### src/rtl/core/frx_pkg.sv
`default_nettype none
// ----------------------------------------------------------------------------
// frx_pkg
// Shared types, codes and constants of the framed serial link receiver.
// ----------------------------------------------------------------------------
package frx_pkg;

    typedef enum logic [2:0] {
        ST_IDLE,
        ST_RESP,
        ST_RD,
        ST_STAT,
        ST_DROP
    } state_t;

    typedef enum logic [1:0] {
        PH_ID,
        PH_LEN,
        PH_PAYLOAD,
        PH_CHECK
    } phase_t;

    typedef enum logic [1:0] {
        OUT_NONE,
        OUT_RESP,
        OUT_STAT,
        OUT_DROP
    } outcome_t;

    localparam logic [1:0] KIND_TX     = 2'd0;
    localparam logic [1:0] KIND_STATUS = 2'd1;
    localparam logic [1:0] KIND_DROP   = 2'd2;

    localparam logic [1:0] RSN_CHECKSUM = 2'd0;
    localparam logic [1:0] RSN_TEXT     = 2'd1;
    localparam logic [1:0] RSN_UNKNOWN  = 2'd2;

    localparam logic REQ_BYTE = 1'b0;
    localparam logic REQ_TICK = 1'b1;

    localparam logic [2:0] CFG_STATUS_ID  = 3'd0;
    localparam logic [2:0] CFG_REQUEST_ID = 3'd1;
    localparam logic [2:0] CFG_RESPONSE_ID = 3'd2;
    localparam logic [2:0] CFG_STATUS_LEN = 3'd3;
    localparam logic [2:0] CFG_INTERVAL   = 3'd4;

    localparam int unsigned CFG_IDX_W  = 3;
    localparam int unsigned CFG_DATA_W = 16;
    localparam int unsigned RESULT_CAP = 32;
    localparam int unsigned IDX_W      = 5;
    localparam int unsigned HS_TEXT_LEN = 5;
    localparam int unsigned RESP_LEN   = 8;
    localparam int unsigned S_DATA_W   = 8;
    localparam int unsigned S_USER_W   = 1;
    localparam int unsigned M_DATA_W   = 48;
    localparam int unsigned M_USER_W   = 2;

    localparam logic [7:0] CH_N = 8'h4E;
    localparam logic [7:0] CH_D = 8'h44;
    localparam logic [7:0] CH_2 = 8'h32;
    localparam logic [7:0] CH_L = 8'h4C;

    localparam logic [7:0] RESP_TEXT_SUM = 8'(CH_L + CH_D + CH_2 + CH_N + CH_D);

    typedef struct packed {
        logic       in_ready;
        logic       rd_en;
        logic       load_out;
        logic [1:0] out_kind;
    } cmd_t;

    typedef struct packed {
        outcome_t outcome;
        logic     last;
        logic     out_free;
    } sts_t;

    // expected request text "ND2LD"
    function automatic logic [7:0] req_text(input logic [2:0] idx);
        logic [7:0] ch;
        case (idx)
            3'd0: ch = CH_N;
            3'd1: ch = CH_D;
            3'd2: ch = CH_2;
            3'd3: ch = CH_L;
            3'd4: ch = CH_D;
            default: ch = 8'h00;
        endcase
        return ch;
    endfunction

    // response: id, length, "LD2ND", checksum
    function automatic logic [7:0] resp_byte(input logic [2:0] idx,
                                             input logic [7:0] resp_id);
        logic [7:0] sum;
        logic [7:0] ch;
        sum = resp_id + 8'(HS_TEXT_LEN) + RESP_TEXT_SUM;
        case (idx)
            3'd0: ch = resp_id;
            3'd1: ch = 8'(HS_TEXT_LEN);
            3'd2: ch = CH_L;
            3'd3: ch = CH_D;
            3'd4: ch = CH_2;
            3'd5: ch = CH_N;
            3'd6: ch = CH_D;
            default: ch = ~sum;
        endcase
        return ch;
    endfunction

endpackage
`default_nettype wire

### src/rtl/core/frx_ram.sv
`default_nettype none
// ----------------------------------------------------------------------------
// frx_ram
// Generic single-write, single-read RAM with registered read data.
// ----------------------------------------------------------------------------
module frx_ram #(
    parameter int unsigned WIDTH  = 8,
    parameter int unsigned DEPTH  = 32,
    parameter int unsigned ADDR_W = $clog2(DEPTH)
) (
    input  wire logic              aclk,
    input  wire logic              wr_en,
    input  wire logic [ADDR_W-1:0] wr_addr,
    input  wire logic [WIDTH-1:0]  wr_data,
    input  wire logic              rd_en,
    input  wire logic [ADDR_W-1:0] rd_addr,
    output logic      [WIDTH-1:0]  rd_data
);

    logic [WIDTH-1:0] mem [DEPTH];

    always_ff @(posedge aclk) begin
        if (wr_en) begin
            mem[wr_addr] <= wr_data;
        end
        if (rd_en) begin
            rd_data <= mem[rd_addr];
        end
    end

endmodule
`default_nettype wire

### src/rtl/core/frx_ctrl.sv
`default_nettype none
// ----------------------------------------------------------------------------
// frx_ctrl
// Sequencer: takes one word, then walks its results out one at a time.
// ----------------------------------------------------------------------------
module frx_ctrl (
    input  wire logic          aclk,
    input  wire logic          aresetn,
    input  wire logic          s_tvalid,
    input  wire frx_pkg::sts_t sts,
    output frx_pkg::cmd_t      cmd
);

    frx_pkg::state_t state_reg;
    frx_pkg::state_t state_next;

    always_ff @(posedge aclk) begin
        if (!aresetn) begin
            state_reg <= frx_pkg::ST_IDLE;
        end else begin
            state_reg <= state_next;
        end
    end

    always_comb begin
        state_next = state_reg;
        case (state_reg)
            frx_pkg::ST_IDLE: begin
                if (s_tvalid) begin
                    case (sts.outcome)
                        frx_pkg::OUT_RESP: state_next = frx_pkg::ST_RESP;
                        frx_pkg::OUT_STAT: state_next = frx_pkg::ST_RD;
                        frx_pkg::OUT_DROP: state_next = frx_pkg::ST_DROP;
                        default:           state_next = frx_pkg::ST_IDLE;
                    endcase
                end
            end
            frx_pkg::ST_RESP: begin
                if (sts.out_free && sts.last) begin
                    state_next = frx_pkg::ST_IDLE;
                end
            end
            frx_pkg::ST_RD: begin
                state_next = frx_pkg::ST_STAT;
            end
            frx_pkg::ST_STAT: begin
                if (sts.out_free) begin
                    state_next = sts.last ? frx_pkg::ST_IDLE : frx_pkg::ST_RD;
                end
            end
            frx_pkg::ST_DROP: begin
                if (sts.out_free) begin
                    state_next = frx_pkg::ST_IDLE;
                end
            end
            default: state_next = frx_pkg::ST_IDLE;
        endcase
    end

    always_comb begin
        cmd          = '0;
        cmd.out_kind = frx_pkg::KIND_TX;
        case (state_reg)
            frx_pkg::ST_IDLE: begin
                cmd.in_ready = 1'b1;
            end
            frx_pkg::ST_RESP: begin
                cmd.out_kind = frx_pkg::KIND_TX;
                cmd.load_out = sts.out_free;
            end
            frx_pkg::ST_RD: begin
                cmd.out_kind = frx_pkg::KIND_STATUS;
                cmd.rd_en    = 1'b1;
            end
            frx_pkg::ST_STAT: begin
                cmd.out_kind = frx_pkg::KIND_STATUS;
                cmd.load_out = sts.out_free;
            end
            frx_pkg::ST_DROP: begin
                cmd.out_kind = frx_pkg::KIND_DROP;
                cmd.load_out = sts.out_free;
            end
            default: cmd = '0;
        endcase
    end

endmodule
`default_nettype wire

### src/rtl/core/frx_dp.sv
`default_nettype none
// ----------------------------------------------------------------------------
// frx_dp
// Datapath: config registers, frame parser, ms timer, payload RAM and the
// output register.
// ----------------------------------------------------------------------------
module frx_dp #(
    parameter int unsigned MAX_STATUS_BYTES = 32
) (
    input  wire logic                               aclk,
    input  wire logic                               aresetn,
    input  wire logic                               cfg_wr_en,
    input  wire logic [frx_pkg::CFG_IDX_W-1:0]      cfg_index,
    input  wire logic [frx_pkg::CFG_DATA_W-1:0]     cfg_wdata,
    input  wire logic                               s_tvalid,
    input  wire logic [frx_pkg::S_DATA_W-1:0]       s_tdata,
    input  wire logic [frx_pkg::S_USER_W-1:0]       s_tuser,
    output logic                                    m_tvalid,
    input  wire logic                               m_tready,
    output logic      [frx_pkg::M_DATA_W-1:0]       m_tdata,
    output logic      [frx_pkg::M_USER_W-1:0]       m_tuser,
    output logic                                    m_tlast,
    input  wire frx_pkg::cmd_t                      cmd,
    output frx_pkg::sts_t                           sts
);

    localparam int unsigned ADDR_W     = $clog2(MAX_STATUS_BYTES);
    localparam int unsigned STAT_LIMIT = (MAX_STATUS_BYTES < frx_pkg::RESULT_CAP) ?
                                         MAX_STATUS_BYTES : frx_pkg::RESULT_CAP;

    // config
    logic [7:0]  status_id_reg;
    logic [7:0]  request_id_reg;
    logic [7:0]  response_id_reg;
    logic [5:0]  status_len_reg;
    logic [15:0] interval_reg;

    always_ff @(posedge aclk) begin
        if (!aresetn) begin
            status_id_reg   <= 8'd1;
            request_id_reg  <= 8'd16;
            response_id_reg <= 8'd17;
            status_len_reg  <= 6'd8;
            interval_reg    <= 16'd2500;
        end else if (cfg_wr_en) begin
            case (cfg_index)
                frx_pkg::CFG_STATUS_ID:   status_id_reg   <= cfg_wdata[7:0];
                frx_pkg::CFG_REQUEST_ID:  request_id_reg  <= cfg_wdata[7:0];
                frx_pkg::CFG_RESPONSE_ID: response_id_reg <= cfg_wdata[7:0];
                frx_pkg::CFG_STATUS_LEN:  status_len_reg  <= cfg_wdata[5:0];
                frx_pkg::CFG_INTERVAL:    interval_reg    <= cfg_wdata;
                default: ;
            endcase
        end
    end

    // parser and timer state
    frx_pkg::phase_t phase_reg, phase_next;
    logic [7:0]  id_reg, id_next;
    logic [7:0]  len_reg, len_next;
    logic [7:0]  cnt_reg, cnt_next;
    logic [7:0]  sum_reg, sum_next;
    logic        text_ok_reg, text_ok_next;
    logic [31:0] time_reg, time_next;
    logic [15:0] since_reg, since_next;
    logic [frx_pkg::IDX_W-1:0] idx_reg, idx_next;
    logic [31:0] stamp_reg, stamp_next;
    logic [1:0]  reason_reg, reason_next;

    logic        accept;
    logic        is_tick;
    logic [7:0]  rx_byte;
    logic [15:0] since_inc;
    logic [7:0]  cnt_inc;
    logic        status_match;
    logic        ram_we;
    logic [7:0]  ram_rdata;
    frx_pkg::outcome_t outcome;
    logic [1:0]  reason;

    assign accept    = s_tvalid && cmd.in_ready;
    assign is_tick   = (s_tuser[0] == frx_pkg::REQ_TICK);
    assign rx_byte   = s_tdata[7:0];
    assign since_inc = (since_reg == 16'hFFFF) ? since_reg : since_reg + 16'd1;
    assign cnt_inc   = cnt_reg + 8'd1;

    assign status_match = (id_reg == status_id_reg) && (len_reg == {2'b00, status_len_reg})
                          && (status_len_reg != 6'd0)
                          && ({1'b0, status_len_reg} <= 7'(STAT_LIMIT));

    always_comb begin
        outcome = frx_pkg::OUT_NONE;
        reason  = frx_pkg::RSN_CHECKSUM;
        if (is_tick) begin
            if (since_inc >= interval_reg) begin
                outcome = frx_pkg::OUT_RESP;
            end
        end else if (phase_reg == frx_pkg::PH_CHECK) begin
            if (~sum_reg != rx_byte) begin
                outcome = frx_pkg::OUT_DROP;
                reason  = frx_pkg::RSN_CHECKSUM;
            end else if (status_match) begin
                outcome = frx_pkg::OUT_STAT;
            end else if (id_reg == request_id_reg && len_reg == 8'(frx_pkg::HS_TEXT_LEN)) begin
                if (text_ok_reg) begin
                    outcome = frx_pkg::OUT_RESP;
                end else begin
                    outcome = frx_pkg::OUT_DROP;
                    reason  = frx_pkg::RSN_TEXT;
                end
            end else begin
                outcome = frx_pkg::OUT_DROP;
                reason  = frx_pkg::RSN_UNKNOWN;
            end
        end
    end

    assign ram_we = accept && !is_tick && (phase_reg == frx_pkg::PH_PAYLOAD)
                    && (cnt_reg < 8'(MAX_STATUS_BYTES));

    always_comb begin
        phase_next   = phase_reg;
        id_next      = id_reg;
        len_next     = len_reg;
        cnt_next     = cnt_reg;
        sum_next     = sum_reg;
        text_ok_next = text_ok_reg;
        time_next    = time_reg;
        since_next   = since_reg;
        idx_next     = idx_reg;
        stamp_next   = stamp_reg;
        reason_next  = reason_reg;
        if (accept) begin
            idx_next    = '0;
            stamp_next  = time_reg;
            reason_next = reason;
            if (is_tick) begin
                time_next  = time_reg + 32'd1;
                since_next = (outcome == frx_pkg::OUT_RESP) ? 16'd0 : since_inc;
            end else begin
                case (phase_reg)
                    frx_pkg::PH_ID: begin
                        id_next      = rx_byte;
                        sum_next     = rx_byte;
                        cnt_next     = 8'd0;
                        text_ok_next = 1'b1;
                        phase_next   = frx_pkg::PH_LEN;
                    end
                    frx_pkg::PH_LEN: begin
                        len_next   = rx_byte;
                        sum_next   = sum_reg + rx_byte;
                        phase_next = (rx_byte == 8'd0) ? frx_pkg::PH_CHECK
                                                       : frx_pkg::PH_PAYLOAD;
                    end
                    frx_pkg::PH_PAYLOAD: begin
                        sum_next = sum_reg + rx_byte;
                        cnt_next = cnt_inc;
                        if (cnt_reg < 8'(frx_pkg::HS_TEXT_LEN)
                            && rx_byte != frx_pkg::req_text(cnt_reg[2:0])) begin
                            text_ok_next = 1'b0;
                        end
                        if (cnt_inc >= len_reg) begin
                            phase_next = frx_pkg::PH_CHECK;
                        end
                    end
                    default: begin
                        phase_next = frx_pkg::PH_ID;
                    end
                endcase
            end
        end else if (cmd.load_out) begin
            idx_next = idx_reg + 1'b1;
        end
    end

    always_ff @(posedge aclk) begin
        if (!aresetn) begin
            phase_reg   <= frx_pkg::PH_ID;
            id_reg      <= '0;
            len_reg     <= '0;
            cnt_reg     <= '0;
            sum_reg     <= '0;
            text_ok_reg <= 1'b0;
            time_reg    <= '0;
            since_reg   <= '0;
            idx_reg     <= '0;
        end else begin
            phase_reg   <= phase_next;
            id_reg      <= id_next;
            len_reg     <= len_next;
            cnt_reg     <= cnt_next;
            sum_reg     <= sum_next;
            text_ok_reg <= text_ok_next;
            time_reg    <= time_next;
            since_reg   <= since_next;
            idx_reg     <= idx_next;
        end
    end

    always_ff @(posedge aclk) begin
        stamp_reg  <= stamp_next;
        reason_reg <= reason_next;
    end

    frx_ram #(
        .WIDTH (8),
        .DEPTH (MAX_STATUS_BYTES)
    ) u_payload_ram (
        .aclk    (aclk),
        .wr_en   (ram_we),
        .wr_addr (ADDR_W'(cnt_reg)),
        .wr_data (rx_byte),
        .rd_en   (cmd.rd_en),
        .rd_addr (ADDR_W'(idx_reg)),
        .rd_data (ram_rdata)
    );

    // result assembly
    logic        last;
    logic [7:0]  out_value;
    logic [4:0]  out_index;
    logic [1:0]  out_reason;
    logic [31:0] out_stamp;

    always_comb begin
        last       = 1'b1;
        out_value  = 8'd0;
        out_index  = 5'd0;
        out_reason = frx_pkg::RSN_CHECKSUM;
        out_stamp  = 32'd0;
        case (cmd.out_kind)
            frx_pkg::KIND_TX: begin
                last      = (idx_reg == 5'(frx_pkg::RESP_LEN - 1));
                out_value = frx_pkg::resp_byte(idx_reg[2:0], response_id_reg);
                out_index = idx_reg;
            end
            frx_pkg::KIND_STATUS: begin
                last      = ({1'b0, idx_reg} == status_len_reg - 6'd1);
                out_value = ram_rdata;
                out_index = idx_reg;
                out_stamp = stamp_reg;
            end
            default: begin
                out_reason = reason_reg;
            end
        endcase
    end

    logic                         out_valid_reg, out_valid_next;
    logic [frx_pkg::M_DATA_W-1:0] out_data_reg;
    logic [frx_pkg::M_USER_W-1:0] out_user_reg;
    logic                         out_last_reg;

    assign out_valid_next = cmd.load_out ? 1'b1 : (m_tready ? 1'b0 : out_valid_reg);

    always_ff @(posedge aclk) begin
        if (!aresetn) begin
            out_valid_reg <= 1'b0;
        end else begin
            out_valid_reg <= out_valid_next;
        end
    end

    always_ff @(posedge aclk) begin
        if (cmd.load_out) begin
            out_data_reg <= {1'b0, out_stamp, out_reason, out_index, out_value};
            out_user_reg <= cmd.out_kind;
            out_last_reg <= last;
        end
    end

    assign m_tvalid = out_valid_reg;
    assign m_tdata  = out_data_reg;
    assign m_tuser  = out_user_reg;
    assign m_tlast  = out_last_reg;

    assign sts.outcome  = outcome;
    assign sts.last     = last;
    assign sts.out_free = !out_valid_reg || m_tready;

endmodule
`default_nettype wire

### src/rtl/core/framed_serial_link_receiver_core.sv
`default_nettype none
// ----------------------------------------------------------------------------
// framed_serial_link_receiver_core
// Frame parser for a serial link with checksum, status payload delivery and a
// periodic handshake response.
// ----------------------------------------------------------------------------
// Input stream: one word per received byte (s_tuser = 0) or per 1 ms tick
// (s_tuser = 1). Output stream: transmit bytes, status payload bytes or one
// drop word per bad frame; m_tlast marks the last word caused by an input.
// Config is a plain write port; the user must use it only while the core is
// idle, the core does not enforce this. Sequence: a word that causes no
// result leaves the core ready. A word that causes a response holds the
// input in the RESP state, which loads one byte per cycle from a constant
// table while the output register is free. A status frame holds it for an
// RD state then a STAT state per payload byte, set by the registered payload
// RAM read. A drop holds it in the DROP state until its drop word is loaded.
// s_tready is high only while no results are pending inside the core; the
// output register lets the next word enter while the last result still waits.
// When m_tready is low the sequencer holds and nothing is lost.
// Reset clears parser state, the timer and config to defaults; the payload
// RAM needs no clearing pass.
// ----------------------------------------------------------------------------
module framed_serial_link_receiver_core #(
    parameter int unsigned MAX_STATUS_BYTES = 32
) (
    input  wire logic                            aclk,
    input  wire logic                            aresetn,
    input  wire logic                            cfg_wr_en,
    input  wire logic [frx_pkg::CFG_IDX_W-1:0]   cfg_index,
    input  wire logic [frx_pkg::CFG_DATA_W-1:0]  cfg_wdata,
    input  wire logic                            s_tvalid,
    output logic                                 s_tready,
    input  wire logic [frx_pkg::S_DATA_W-1:0]    s_tdata,  // rx_byte[7:0]
    input  wire logic [frx_pkg::S_USER_W-1:0]    s_tuser,  // req_type[0]
    output logic                                 m_tvalid,
    input  wire logic                            m_tready,
    // byte_value[7:0], byte_index[12:8], drop_reason[14:13], stamp_ms[46:15]
    output logic      [frx_pkg::M_DATA_W-1:0]    m_tdata,
    output logic      [frx_pkg::M_USER_W-1:0]    m_tuser,  // result_kind[1:0]
    output logic                                 m_tlast   // last_of_run
);

    frx_pkg::cmd_t cmd;
    frx_pkg::sts_t sts;

    frx_ctrl u_ctrl (
        .aclk     (aclk),
        .aresetn  (aresetn),
        .s_tvalid (s_tvalid),
        .sts      (sts),
        .cmd      (cmd)
    );

    frx_dp #(
        .MAX_STATUS_BYTES (MAX_STATUS_BYTES)
    ) u_dp (
        .aclk      (aclk),
        .aresetn   (aresetn),
        .cfg_wr_en (cfg_wr_en),
        .cfg_index (cfg_index),
        .cfg_wdata (cfg_wdata),
        .s_tvalid  (s_tvalid),
        .s_tdata   (s_tdata),
        .s_tuser   (s_tuser),
        .m_tvalid  (m_tvalid),
        .m_tready  (m_tready),
        .m_tdata   (m_tdata),
        .m_tuser   (m_tuser),
        .m_tlast   (m_tlast),
        .cmd       (cmd),
        .sts       (sts)
    );

    assign s_tready = cmd.in_ready;

    // never overwrite a word the sink has not taken
    a_no_overwrite: assert property (@(posedge aclk) disable iff (!aresetn)
        cmd.load_out |-> (!m_tvalid || m_tready))
        else $error("output word overwritten");

    // no result is produced in the cycle a word is taken
    a_ready_no_load: assert property (@(posedge aclk) disable iff (!aresetn)
        s_tready |-> !cmd.load_out)
        else $error("result loaded while taking input");

    // a word without results leaves the core ready
    a_none_stays_ready: assert property (@(posedge aclk) disable iff (!aresetn)
        (s_tvalid && s_tready && sts.outcome == frx_pkg::OUT_NONE) |=> s_tready)
        else $error("core stalled on a word without results");

endmodule
`default_nettype wire

### config.mk
export PLATFORM = sky130hd
export DESIGN_NAME = framed_serial_link_receiver_core
export DESIGN_NICKNAME = d
export VERILOG_FILES = /design/src/rtl/core/frx_pkg.sv /design/src/rtl/core/frx_ram.sv /design/src/rtl/core/frx_ctrl.sv /design/src/rtl/core/frx_dp.sv /design/src/rtl/core/framed_serial_link_receiver_core.sv
export SDC_FILE = /design/constraint.sdc
export NUM_CORES = 1
export LEC_CHECK = 0
export BUFFER_PORTS_ARGS = -buffer_cell sky130_fd_sc_hd__buf_2
export CAP_MARGIN = 0
export CORE_ASPECT_RATIO = 1.25
export CORE_MARGIN = 2
export CORE_UTILIZATION = 60
export CTS_BUF_LIST = sky130_fd_sc_hd__clkbuf_4
export DETAILED_ROUTE_END_ITERATION = 8
export HOLD_SLACK_MARGIN = 0.15
export PLACE_DENSITY = 0.84
export SYNTH_ARGS = -nofsm -noshare
export SYNTH_HDL_FRONTEND = slang
export SYNTH_SLANG_ARGS = --single-unit
### constraint.sdc
create_clock -name aclk -period 9.8 [get_ports aclk]
set_input_delay 1.96 -clock aclk [delete_from_list [all_inputs] [get_ports aclk]]
set_output_delay 1.96 -clock aclk [all_outputs]
set_load 0.01 [all_outputs]
Word level (Yosys, flattened, before mapping)
Memories as Yosys holds them, arrays and structs flattened. A register that Yosys moved wholly into a read port is not among the register bits.
Index checks and enable logic that the tools add are counted.
W data, S select, Z words.

word-level totals
  register bits after elaboration = 222
  memory bits (writable) = 256
  input bits = 33
  output and inout bits = 53
  word-level logic and storage cells = 171
  memories = 1

cells by class
  $add $sub $neg = 8
  order comparisons = 5
  equal/unequal tests = 40
  multiplexer cells = 40
  bitwise gates (word level) = 6
  reduce and logical (&&, ||, !) cells = 46

memory list
  memory                  depth  bits a word  read ports  clocked after Yosys merged registers in  wr ports  RTL line       text
  u_dp.u_payload_ram.mem  32     8            1           1                                        1         frx_ram.sv:20  logic [WIDTH-1:0] mem [DEPTH];

operators by type and width
  operator                 number
  $pmux W8 S2              3
  $pmux W8 S6              1
  $add A32 B1 Y32 const B  1
  $mux W16                 2
  $pmux W7 S4              1
  $eq A3 B2 Y1 const B     8
  $mux W8                  3
  $eq A3 B3 Y1 const B     6
  $mux W2                  9
  $add A16 B1 Y16 const B  1
  $eq A16 B16 Y1 const B   1
  $eq A8 B8 Y1             2
  $ge A16 B16 Y1           1
  $ne A8 B8 Y1             2
  $not A8 Y8               2
  $pmux W3 S5              1
  $reduce_and A3 Y1        5
  $eq A3 B1 Y1 const B     4
  $logic_not A3 Y1         4
  $mux W3                  4
  $reduce_and A2 Y1        6
  $reduce_or A2 Y1         6
  $mux W1                  11
  $logic_and A1 B1 Y1      10
  other kinds (33)         51

Depth between registers and ports, before layout
Gate-level depths: netlist (run 1).

  depth in word-level cells = 12
  depth in mapped cells = 16
  mapped depth without buffers = 15

By module
From an unflattened synthesis (run 1), not the netlist that was laid out.

unflattened totals
  cell total of the unflattened synthesis = 1550
  area total of the unflattened synthesis = 21164.0 µm²

by module, submodules not included
  module    times used  cells an instance  area an instance (µm²)  sequential area each (µm²)
  frx_dp    1           1099               10752.8                 5225.0
  frx_ram   1           417                10133.5                 7927.6
  frx_ctrl  1           34                 277.8                   60.1

Worst setup path after synthesis (run 1)
Ideal clock, no wire load.

  path kind = input-to-reg
  from = input m_tready
  to = register u_dp.idx_reg[3] (netlist name)
  setup time = 0.117 ns
  data arrival time = 4.909 ns
  data required time = 9.683 ns
  setup slack = 4.774 ns
  stages on the path = 5
  buffers on the path = 0
  path through = nor2b_1 nor2_1 nand4_1 xnor2_1 nor2_1

RTL lines
  item                  RTL line                                text
  from (decl)           framed_serial_link_receiver_core.sv:36  input wire logic m_tready,
  to (signal assigned)  frx_dp.sv:196                           idx_reg <= idx_next;
  to (decl)             frx_dp.sv:66                            logic [frx_pkg::IDX_W-1:0] idx_reg, idx_next;

Worst setup path after layout (run 1)
  from = register u_dp.since_reg[0]
  to = register u_dp.since_reg[4]

on the way
  cells in the longest elaborated chain, start to end = 7
  elaborated cells on any way between the ends = 8
  classes of those cells = 1 x add/sub; 1 x order compare; 2 x eq/ne; 4 x mux

ends and longest elaborated chain
  item                                               RTL line       text
  from (decl)                                        frx_dp.sv:65   logic [15:0] since_reg, since_next;
  from (signal assigned)                             frx_dp.sv:195  since_reg <= since_next;
  $add A16 B1 Y16 or $eq A16 B16 Y1 (tied branches)  frx_dp.sv:84   assign since_inc = (since_reg == 16'hFFFF) ? since_reg : since_reg + 16'd1;
  $mux W16 *                                         frx_dp.sv:84
  $ge A16 B16 Y1                                     frx_dp.sv:95   if (since_inc >= interval_reg) begin
  $mux W1                                            frx_dp.sv:95
  $mux W2                                            frx_dp.sv:94   if (is_tick) begin
  $eq A2 B1 Y1                                       frx_dp.sv:139  since_next = (outcome == frx_pkg::OUT_RESP) ? 16'd0 : since_inc;
  $mux W16 *                                         frx_dp.sv:139

Mark *: on every way between the ends. The rest lies on a longest branch, timed or not.
A chain may end at the register's enable or synchronous reset.

==> flow_metrics.tcl, run 1 <==
set metrics [dict create \
    worstPathRequired_ps 10530 \
    switching_power_mw 0.882 \
    multi_input_area_um2 7300 \
    timing.fmax_mhz 213 \
    fin_cells 2360 \
    endpoint_kind "flop" \
    layout_common_cells "edfxtp_1 (348), nand2_1 (182), clkbuf_4 (168), dfxtp_1 (136), nor2_1 (130)" \
    wl_met1_um 18600 \
    drv_cap 0 \
    wl_met2_um 23900 \
    synth_fp_nets 1756 \
    fin_crit_ps 4700 \
    finalSetupViolCount 0 \
    fp-row-count 76 \
    p_leak_nw 7.97 \
    placed_cells 2159 \
    p_total_mw 3.97 \
    slew-limit-headroom_pct 32.8 \
    critPathKind "reg -> reg" \
    port_buffers 84 \
    routabilityCongestion 0.904 \
    path_cells "ha_1, nand2_1, or2_2, nor3_2, nor2b_1, and3_1, xor2_1, ha_1, a21oi_1, o21ai_0, a221oi_1, and4_1, or3b_2, o211ai_1" \
    outcome "completed" \
    fin_util_pct 67.5 \
    startpoint_type "flop" \
    hold_viol_final 0 \
    die_h_um 213 \
    finalCritPeriodShare_pct 47.9 \
    crit_top_cell "ha_1" \
    final_nets 1885 \
    start_util_pct 61.0 \
    p_per_area_nw_per_um2 170 \
    cp_max_fo 11 \
    wl_um 47900 \
    cts_resized 0 \
    clockPowerShare_pct 40.6 \
    grt_first_pass_wirelength_um 74800 \
    largest-register "u_dp.u_payload_ram.mem" \
    fin_setup_tns_ps 0 \
    clockRootBuffer "clkbuf_4" \
    crit_slowest_cell "a221oi_1" \
    hold_ws_ps 447 \
    route.vias.total 14200 \
    cpPeakStageDelay_ps 580 \
    synth-edff-count 348 \
    dr.max_layer_used "met4" \
    postCtsSetupBuffers 0 \
    io_pins 86 \
    register_area_um2 13200 \
    vdd_drop_max_v 0.0000961 \
    ctsHoldBuffers 0 \
    synthArstFlopShare_pct 0 \
    drt-wirelength-per-cell_um 20.3 \
    worstPathArrival_ps 5430 \
    post-route-drc-count 0 \
    antenna_found_initial 3 \
    drtAntennaViolNets 0 \
    gr-usage-all-layers_pct 26.7 \
    core_um2 34500 \
    ys.flop_type "edfxtp_1" \
    final_common_cell "edfxtp_1" \
    crit_start "u_dp.since_reg[0]$_SDFFE_PN0P_" \
    synth_area_um2 21000 \
    dpl_cell_area_um2 21800 \
    clockBufferDepth 3 \
    seq_power_share_pct 56.0 \
    synthCells 1673 \
    ys_ff_latch 486 \
    final_area_um2 23300 \
    seq_area_frac_synth_pct 62.8 \
    swShare_pct 22.2 \
    combPwrFrac_pct 3.4 \
    rsz0062_at_grt "no" \
    clock_latency_ps 840 \
    synth-warning-count 0 \
    r2r_start "u_dp.since_reg[0]$_SDFFE_PN0P_" \
    largest_reg_flops 256 \
    clock-skew-final_ps 54.1 \
    layout-drive-gt1-share_pct 18.4 \
    crit_end "u_dp.since_reg[4]$_SDFFE_PN0P_" \
    grt_overflow 0 \
    syn2layout_area_growth_pct 10.7 \
    drtIter0Drc 1667 \
    hold_path.class "reg -> reg" \
    reg2reg_slack_ps 5100 \
    syn_avg_cell_area_um2 12.6 \
    p_int_mw 3.09 \
    cts_sinks 486 \
    route.met3.wl_um 3890 \
    r2r_cells 14 \
    cts-buffers-inserted 109 \
    fillers 2362 \
    cts_tree "done" \
    yosysUniqueCellTypes 85 \
    worstMarginPinSlew_ps 1010 \
    drv_slew 0 \
    grt_start_max_net_pins 70 \
    viasPerCell 6.03 \
    die-area_um2 36600 \
    grt_pass1_vias 14100 \
    clk_pin_slew_ps 80 \
    pre_cts_ws_ps 4890 \
    setup_ws_ps 5100 \
    dr.pass1.iters 7 \
    die_x_um 172 \
    dp_hpwl_um 30500 \
    r2r-end "u_dp.since_reg[4]$_SDFFE_PN0P_" \
    htree_num_levels 3 \
]
==> critical path, delay by kind of cell, from the launching register on <==
| kind | cells | cell delay, ps |
|---|---|---|
| DFF | 1 | 480 |
| adders and majority gates | 2 | 490 |
| xor gates and xnor gates | 1 | 160 |
| and+or+nand+nor | 7 | 2550 |
| AOI/OAI and AO/OA | 4 | 930 |
==> cell usage after synthesis, types with 10 or more instances <==
cell type | n | share of area (%)
a211oi_1 | 12 | 0.43
a21o_1 | 11 | 0.39
xor2_1 | 27 | 1.1
mux2i_1 | 67 | 3.2
nor3_1 | 14 | 0.33
a22o_1 | 12 | 0.50
edfxtp_1 | 348 | 50
xnor2_1 | 48 | 2.0
nand2_1 | 182 | 3.2
o21ai_0 | 38 | 0.90
and3_1 | 13 | 0.39
inv_1 | 48 | 0.86
clkbuf_1 | 61 | 1.1
nor4_1 | 12 | 0.36
nor2_1 | 131 | 2.3
o221ai_1 | 19 | 0.79
nand4_1 | 21 | 0.62
and2_1 | 43 | 1.3
ha_1 | 49 | 2.9
a21oi_1 | 101 | 2.4
dfxtp_1 | 138 | 13
nand3_1 | 54 | 1.3
nand2b_1 | 14 | 0.42
mux4_2 | 39 | 4.2
o211ai_1 | 10 | 0.36
buf_2 | 11 | 0.26
or3_1 | 12 | 0.36
==> per-layer routing <==
| layer | GRT usage, % | vias to the layer above |
|---|---|---|
| li1 | - | 6519 |
| met1 | 34.2 | 6852 |
| met2 | 44.7 | 754 |
| met3 | 4.93 | 113 |
| met4 | 11.9 | 0 |
| met5 | 0 | - |
==> cell families after synthesis <==
logic type / Yosys count / share of synthesized area (%)
other cells: 1 / 0.0178
xor+xnor: 75 / 3.12
buf+inv: 135 / 2.58
mux: 108 / 7.47
flops: 486 / 62.8
simple gates: 538 / 12.3
compound gates: 280 / 8.71
fa+ha+maj: 50 / 3.01
==> power groups by stage <==
stage | clock network [mW] | registers (mW) | logic (mW)
2_1_floorplan | 0 | 2.26 | 0.0797
3_3_place_gp | 0 | 2.27 | 0.128
3_5_place_dp | 0 | 2.27 | 0.133
4_1_cts | 1.63 | 2.22 | 0.133
5_1_grt | 1.74 | 2.22 | 0.149
6_report | 1.61 | 2.22 | 0.135
==> worst min-delay path by stage <==
stage / to / from / depth (start not counted)
finish: u_dp.stamp_reg[13]$_DFFE_PP_ / u_dp.time_reg[13]$_SDFFE_PN0P_ / 0
global route: u_dp.stamp_reg[31]$_DFFE_PP_ / u_dp.time_reg[31]$_SDFFE_PN0P_ / 0
CTS: u_dp.stamp_reg[13]$_DFFE_PP_ / u_dp.time_reg[13]$_SDFFE_PN0P_ / 0
detailed placement: u_dp.stamp_reg[13]$_DFFE_PP_ / u_dp.time_reg[13]$_SDFFE_PN0P_ / 0
global placement: u_dp.stamp_reg[13]$_DFFE_PP_ / u_dp.time_reg[13]$_SDFFE_PN0P_ / 0
floorplan: u_dp.stamp_reg[13]$_DFFE_PP_ / u_dp.time_reg[13]$_SDFFE_PN0P_ / 0
==> cell type report <==
class | count | area share, %
inverter | 53 | 0.854
timing repair buffer | 100 | 2.32
multi-input combinational | 1052 | 31.3
antenna | 3 | 0.0322
clock inverter | 30 | 0.832
tap | 468 | 2.51
clock buffer | 168 | 5.41
sequential | 486 | 56.7
Note: power is estimated with default switching activity, not from simulation.
==> run 2: changes to the inputs <==
--- a/config.mk
+++ b/config.mk
@@ -5,6 +5,7 @@
 export SDC_FILE = /design/constraint.sdc
 export NUM_CORES = 1
 export LEC_CHECK = 0
+export ABC_AREA = 1
 export BUFFER_PORTS_ARGS = -buffer_cell sky130_fd_sc_hd__buf_2
 export CAP_MARGIN = 0
 export CORE_ASPECT_RATIO = 1.25
==> constraint.sdc (replaced) <==
create_clock -name aclk -period 4.6 [get_ports aclk]
set_input_delay 0.92 -clock aclk [delete_from_list [all_inputs] [get_ports aclk]]
set_output_delay 0.92 -clock aclk [all_outputs]
set_load 0.01 [all_outputs]
==> run 2 against run 1 <==
Critical path depth increased by 3. Critical path type unchanged. Global-route usage increased by 1.7 points. Worst hold slack got worse by 95 ps. Sequential power increased by 110%. Cell count increased by 21%. Critical endpoint is now u_dp.since_reg[1]$_SDFFE_PN0P_. Flip-flop and latch count unchanged. Clock skew increased by 90 ps. Non-clock buffer count increased by 5. Setup slack got worse by 4000 ps.
==> flow_metrics.tcl, run 2 <==
set metrics [dict create \
    outcome "completed" \
    critPathKind "reg -> reg" \
    yosys-top-cells-count "edfxtp_1 (348), nor2_1 (347), nand2_1 (300)" \
    synth-edff-count 348 \
    htree_num_levels 3 \
    largest_reg_flops 256 \
    clock-skew-final_ps 144 \
    fin_util_pct 67.2 \
    hold_viol_final 0 \
    p_leak_nw 9.03 \
    gr-usage-all-layers_pct 28.4 \
    final_common_cell "edfxtp_1" \
    drt-wirelength-per-cell_um 18.5 \
    grt_pass1_vias 16200 \
    dp_hpwl_um 34600 \
    clock_latency_ps 910 \
    combPwrFrac_pct 4.4 \
    vdd_drop_max_v 0.000207 \
    synthCells 2158 \
    endpoint_kind "flop" \
    cp_max_fo 16 \
    synth_mux_area_share_pct 0 \
    seq_power_share_pct 55.6 \
    yosysUniqueCellTypes 59 \
    p_int_mw 6.56 \
    cts_tree "done" \
    hold_ws_ps 352 \
    start_util_pct 60.7 \
    routabilityCongestion 0.914 \
    clockRootBuffer "clkbuf_4" \
    switching_power_mw 2.00 \
    fin_setup_tns_ps 0 \
    route.vias.total 16600 \
    timing.fmax_mhz 282 \
    grt_start_max_net_pins 82 \
    drtIter0Drc 1916 \
    core_um2 35400 \
    yosys.area_share.xor_xnor_pct 1.63 \
    die_h_um 215 \
    dr.pass1.iters 7 \
    synthArstFlopShare_pct 0 \
    post-route-drc-count 0 \
    syn2layout_area_growth_pct 10.7 \
    cts_resized 0 \
    drv_cap 0 \
    hold_path.class "in -> reg" \
    cts-buffers-inserted 110 \
    synth_top_area_share_pct 48.7 \
    ys_ff_latch 486 \
    largest-register "u_dp.u_payload_ram.mem" \
    seq_area_frac_synth_pct 61.6 \
    swShare_pct 23.4 \
    synth_area_um2 21500 \
    viasPerCell 5.79 \
    die_x_um 173 \
    synth_compound_area_share_pct 12.7 \
    synth_top_family_by_area "simple AND/OR/NAND/NOR gates" \
    finalCritPeriodShare_pct 77.0 \
    synth_fp_nets 2241 \
    dpl_cell_area_um2 22300 \
    grt_first_pass_wirelength_um 83600 \
    fin_crit_ps 3540 \
    syn_avg_cell_area_um2 9.94 \
    startpoint_type "flop" \
    port_buffers 84 \
    drtAntennaViolNets 0 \
    antenna_found_initial 1 \
    worstPathRequired_ps 5280 \
    cts_sinks 486 \
    ctsHoldBuffers 0 \
    synth_top_area_cell "edfxtp_1" \
    die-area_um2 37300 \
    placed_cells 2654 \
    synthAdderAreaFrac_pct 2.95 \
    synth_most_common_cell "edfxtp_1" \
    synth-warning-count 0 \
    layout-drive-gt1-share_pct 13.7 \
    synth.area.top_cells "edfxtp_1 (49%), dfxtp_1 (13%), nor2_1 (6.1%)" \
    rsz0062_at_grt "no" \
    p_per_area_nw_per_um2 360 \
    final_area_um2 23800 \
    wl_um 53000 \
    yosys.area_share.simple_pct 15.7 \
    fin_cells 2859 \
    final_nets 2375 \
    worstPathArrival_ps 4220 \
    clockPowerShare_pct 40.1 \
    worstMarginPinSlew_ps 1060 \
    finalSetupViolCount 0 \
    postCtsSetupBuffers 0 \
    clockBufferDepth 3 \
    grt_overflow 0 \
    drv_slew 0 \
    fp-row-count 77 \
    layout_common_cells "edfxtp_1 (348), nor2_1 (347), nand2_1 (300), o21ai_0 (235), inv_1 (199)" \
    slew-limit-headroom_pct 29.6 \
    io_pins 86 \
    ys.flop_type "edfxtp_1" \
    clk_pin_slew_ps 70 \
]
==> run 2: metrics by stage <==
stage	power [mW]	worst slack, ps
2_1_floorplan	5.07	1720
3_3_place_gp	5.20	1170
3_5_place_dp	5.22	1100
4_1_cts	8.59	1060
5_1_grt	8.85	669
6_report	8.55	1060
==> run 2: area by class of cell <==
cell class | count | area (µm²)
inverter | 215 | 808
fill | 2674 | 11600
tap | 474 | 593
timing repair buffer | 105 | 591
antenna | 1 | 2.50
multi-input combinational | 1374 | 7100
clock inverter | 44 | 246
sequential | 486 | 13200
clock buffer | 160 | 1200
==> run 2: cell families (layout without fill, tap and decap cells) <==
family,count (synthesis),count (layout)
and+or+nand+nor,794,794
DFF,486,486
other,1,2
buffers and inverters,298,524
xor gates and xnor gates,40,40
adders and majority gates,50,50
AOI/OAI and AO/OA,489,489
==> run 2: routing by layer <==
metal | track usage, % | wire [µm] | part of all wire, %
met4 | 14.5 | 2340 | 4.4
met2 | 47.3 | 25800 | 49
met1 | 35.4 | 20100 | 38
met3 | 5.94 | 4750 | 9.0
met5 | 0 | 0 | 0
==> run 2: power by group through the flow <==
| stage | registers (mW) | logic (mW) | clock network, mW |
|---|---|---|---|
| finish | 4.75 | 0.373 | 3.43 |
| global placement | 4.85 | 0.353 | 0 |
| CTS | 4.75 | 0.368 | 3.47 |
| global route | 4.76 | 0.417 | 3.68 |
| floorplan | 4.84 | 0.230 | 0 |
| detailed placement | 4.85 | 0.366 | 0 |
==> run 2: final timing paths <==
check,startpoint,endpoint,slack [ps],depth (start not counted)
hold / removal,cfg_wdata[11],u_dp.interval_reg[11]$_SDFFE_PN1P_,350,3
setup / recovery,u_dp.since_reg[0]$_SDFFE_PN0P_,u_dp.since_reg[1]$_SDFFE_PN0P_,1060,17
setup reg to reg,u_dp.since_reg[0]$_SDFFE_PN0P_,u_dp.since_reg[1]$_SDFFE_PN0P_,1060,17
hold reg to reg,u_dp.time_reg[31]$_SDFFE_PN0P_,u_dp.stamp_reg[31]$_DFFE_PP_,460,0
==> run 2: worst max-delay path: stages, from the launching register on <==
cell     delay (ps)
dfxtp_1         390
ha_1            210
nand3_1         140
nor2_1          190
nand2_1         110
nor3_1          400
nand3_1         160
a21oi_1         230
ha_1            300
a21oi_1         140
o21ai_0         100
nor2_1          110
nand2_1          70
nand2_1          80
nand2_1         120
a21oi_4         430
nand2_1         110
a21oi_1         140
==> run 3: changes to the inputs <==
--- a/config.mk
+++ b/config.mk
@@ -10,11 +10,11 @@
 export CAP_MARGIN = 0
 export CORE_ASPECT_RATIO = 1.25
 export CORE_MARGIN = 2
-export CORE_UTILIZATION = 60
+export CORE_UTILIZATION = 58
 export CTS_BUF_LIST = sky130_fd_sc_hd__clkbuf_4
 export DETAILED_ROUTE_END_ITERATION = 8
 export HOLD_SLACK_MARGIN = 0.15
-export PLACE_DENSITY = 0.84
+export PLACE_DENSITY = 0.85
 export SYNTH_ARGS = -nofsm -noshare
 export SYNTH_HDL_FRONTEND = slang
 export SYNTH_SLANG_ARGS = --single-unit
==> constraint.sdc (replaced) <==
create_clock -name aclk -period 3.1 [get_ports aclk]
set_input_delay 0.62 -clock aclk [delete_from_list [all_inputs] [get_ports aclk]]
set_output_delay 0.62 -clock aclk [all_outputs]
set_load 0.01 [all_outputs]
==> run 3 against run 2 <==
The run now ends with negative setup slack left. Cell count rose by 4.8%. Clock skew fell by 56 ps. Die area rose by 3.4%. Critical endpoint is now u_dp.since_reg[7]$_SDFFE_PN0P_. Largest power group unchanged.
==> flow_metrics.tcl, run 3 (synthesis gave the netlist of run 2 again) <==
set metrics [dict create \
    wl_um 56600 \
    grt_start_max_net_pins 132 \
    outcome "finished with violations" \
    final_nets 2501 \
    clockRootBuffer "clkbuf_4" \
    clk_pin_slew_ps 80 \
    p_total_mw 12.8 \
    grt_pass1_vias 17100 \
    grtUsageMet1_pct 34.7 \
    r2r_cells 22 \
    layout-drive-gt1-share_pct 19.8 \
    gr-usage-all-layers_pct 29.3 \
    finalSetupViolCount 16 \
    path_cells "ha_4, nand3_4, or3_4, nor2_4, nor2_2, a21oi_2, ha_1, a21oi_1, nand2_1, nand2_1, nand2_1, nand2_1, nand2_1, nand2_1, nand2_1, nand2_2, nand2_4, a21oi_4, buf_6, buf_16, nand2_1, a21oi_1" \
    clock-skew-final_ps 87.3 \
    drv_slew 0 \
    die_x_um 176 \
    critPathKind "reg -> reg" \
    vdd_drop_max_v 0.000303 \
    worstPathRequired_ps 3840 \
    endpoint_kind "flop" \
    grt_first_pass_wirelength_um 87400 \
    die_h_um 219 \
    drt-wirelength-per-cell_um 18.9 \
    timing.fmax_mhz 307 \
    dr.pass1.iters 6 \
    largest-register "u_dp.u_payload_ram.mem" \
    cp_max_fo 8 \
    htree_num_levels 3 \
    cpPeakStageDelay_ps 380 \
    cts-buffers-inserted 109 \
    r2r-end "u_dp.since_reg[7]$_SDFFE_PN0P_" \
    worstMarginPinSlew_ps 1110 \
    layout_common_cells "edfxtp_1 (348), nor2_1 (340), nand2_1 (277), o21ai_0 (234), inv_1 (198)" \
    routabilityCongestion 0.912 \
    die-area_um2 38500 \
    cts_sinks 486 \
    hold_viol_final 0 \
    cts_tree "done" \
    core_um2 36400 \
    hold_path.class "in -> reg" \
    drtAntennaViolNets 0 \
    top_usage_layer "met2" \
    final_area_um2 25300 \
    worstPathArrival_ps 4000 \
    grt_overflow 0 \
    dp_hpwl_um 35700 \
    largest_reg_flops 256 \
    antenna_found_initial 2 \
    crit_top_cell "nand2_1" \
    port_buffers 84 \
    rsz0062_at_grt "yes" \
    crit_end "u_dp.since_reg[7]$_SDFFE_PN0P_" \
    p_leak_nw 9.84 \
    clockBufferDepth 3 \
    r2r_start "u_dp.since_reg[0]$_SDFFE_PN0P_" \
    p_per_area_nw_per_um2 506 \
    viasPerCell 5.76 \
    crit_slowest_cell "or3_4" \
    setup_ws_ps -158 \
    start_util_pct 58.9 \
    fillers 2497 \
    startpoint_type "flop" \
    final_common_cell "edfxtp_1" \
    reg2reg_slack_ps -160 \
    dpl_cell_area_um2 22900 \
    route.vias.total 17300 \
    crit_start "u_dp.since_reg[0]$_SDFFE_PN0P_" \
    clock_latency_ps 860 \
    fp-row-count 78 \
    grt_util_met2_pct 49.2 \
    syn2layout_area_growth_pct 17.8 \
    finalCritPeriodShare_pct 105 \
    drv_cap 0 \
    use_met3_pct 6.15 \
    violations "negative setup slack" \
    slew-limit-headroom_pct 26.2 \
    io_pins 86 \
    post-route-drc-count 0 \
    fin_crit_ps 3260 \
    drtIter0Drc 1729 \
]
[run 3: changes by cell type in the layout (fill, tap and decap cells not counted), moves of 9 or more]
cell / delta
a21oi_1: -14
a21oi_2: +14
buf_4: +88
dlygate4sd3_1: +28
nand2_1: -23
nand2_2: +14
nand2_4: +9
[run 3: worst min path at each step]
stage	from	endpoint	slack [ps]	cells past startpoint
after floorplan	u_dp.time_reg[31]$_SDFFE_PN0P_	u_dp.stamp_reg[31]$_DFFE_PP_	430	0
after global placement	u_dp.time_reg[31]$_SDFFE_PN0P_	u_dp.stamp_reg[31]$_DFFE_PP_	440	0
after detailed placement	u_dp.time_reg[31]$_SDFFE_PN0P_	u_dp.stamp_reg[31]$_DFFE_PP_	450	0
after CTS	aresetn	u_dp.status_id_reg[6]$_SDFFE_PN0P_	150	3
after global routing	aresetn	u_dp.status_id_reg[2]$_SDFFE_PN0P_	180	3
final	aresetn	u_dp.interval_reg[15]$_SDFFE_PN0P_	220	3
[run 3: power breakdown]
group | switching (mW) | internal, mW
registers | 0.0487 | 7.00
clock network | 2.54 | 2.56
logic | 0.426 | 0.205
total | 3.01 | 9.77
[run 3: worst max-delay path, delay by kind of cell (launching register included)]
family	cells	cell delay, ps
AND/OR/NAND/NOR	14	1480
AO/OA/AOI/OAI	4	610
adder cells (fa/ha/maj)	2	410
flip-flops	1	360
buffers and inverters	2	270
[run 3: final cells by class]
cell class                      instances  area [µm²]  share of cell area, %
Sequential cell                       486       13200                   52.3
Multi-Input combinational cell       1374        7470                   29.6
Timing Repair Buffer                  232        1700                   6.72
Clock buffer                          159        1190                   4.72
Inverter                              215         813                   3.22
Tap cell                              480         601                   2.38
Clock inverter                         49         269                   1.06
Antenna cell                            2        5.00                 0.0198
[run 3: per-layer routing]
metal  vias to the layer above  wire length (µm)
met5                         -                 0
met4                         0              3160
met3                       186              4940
met2                       889             27900
met1                      8143             20600
li1                       8035                 -
[run 3: through the flow]
stage	hold slack (ps)	worst slack [ps]	util [%]	std cells	TNS, ps
global placement	444	-26.5	62.8	2726	-206
global route	182	-252	69.4	2996	-3140
detailed placement	452	-155	62.8	2726	-2240
finish	215	-158	69.4	2997	-1410
floorplan	429	218	-	2158	0
CTS	154	-21.5	68.4	2988	-59.5
[run 3: what timing repair did]
action / 4_1_cts / 5_1_grt
endpoints found under the setup margin: 18 / 18
hold buffers: 28 / 0
pin swaps: 12 / 34
setup buffers: 25 / 10
resized for setup: 24 / 81
gates cloned: 1 / 0
hold endpoints to repair: 49 / 0
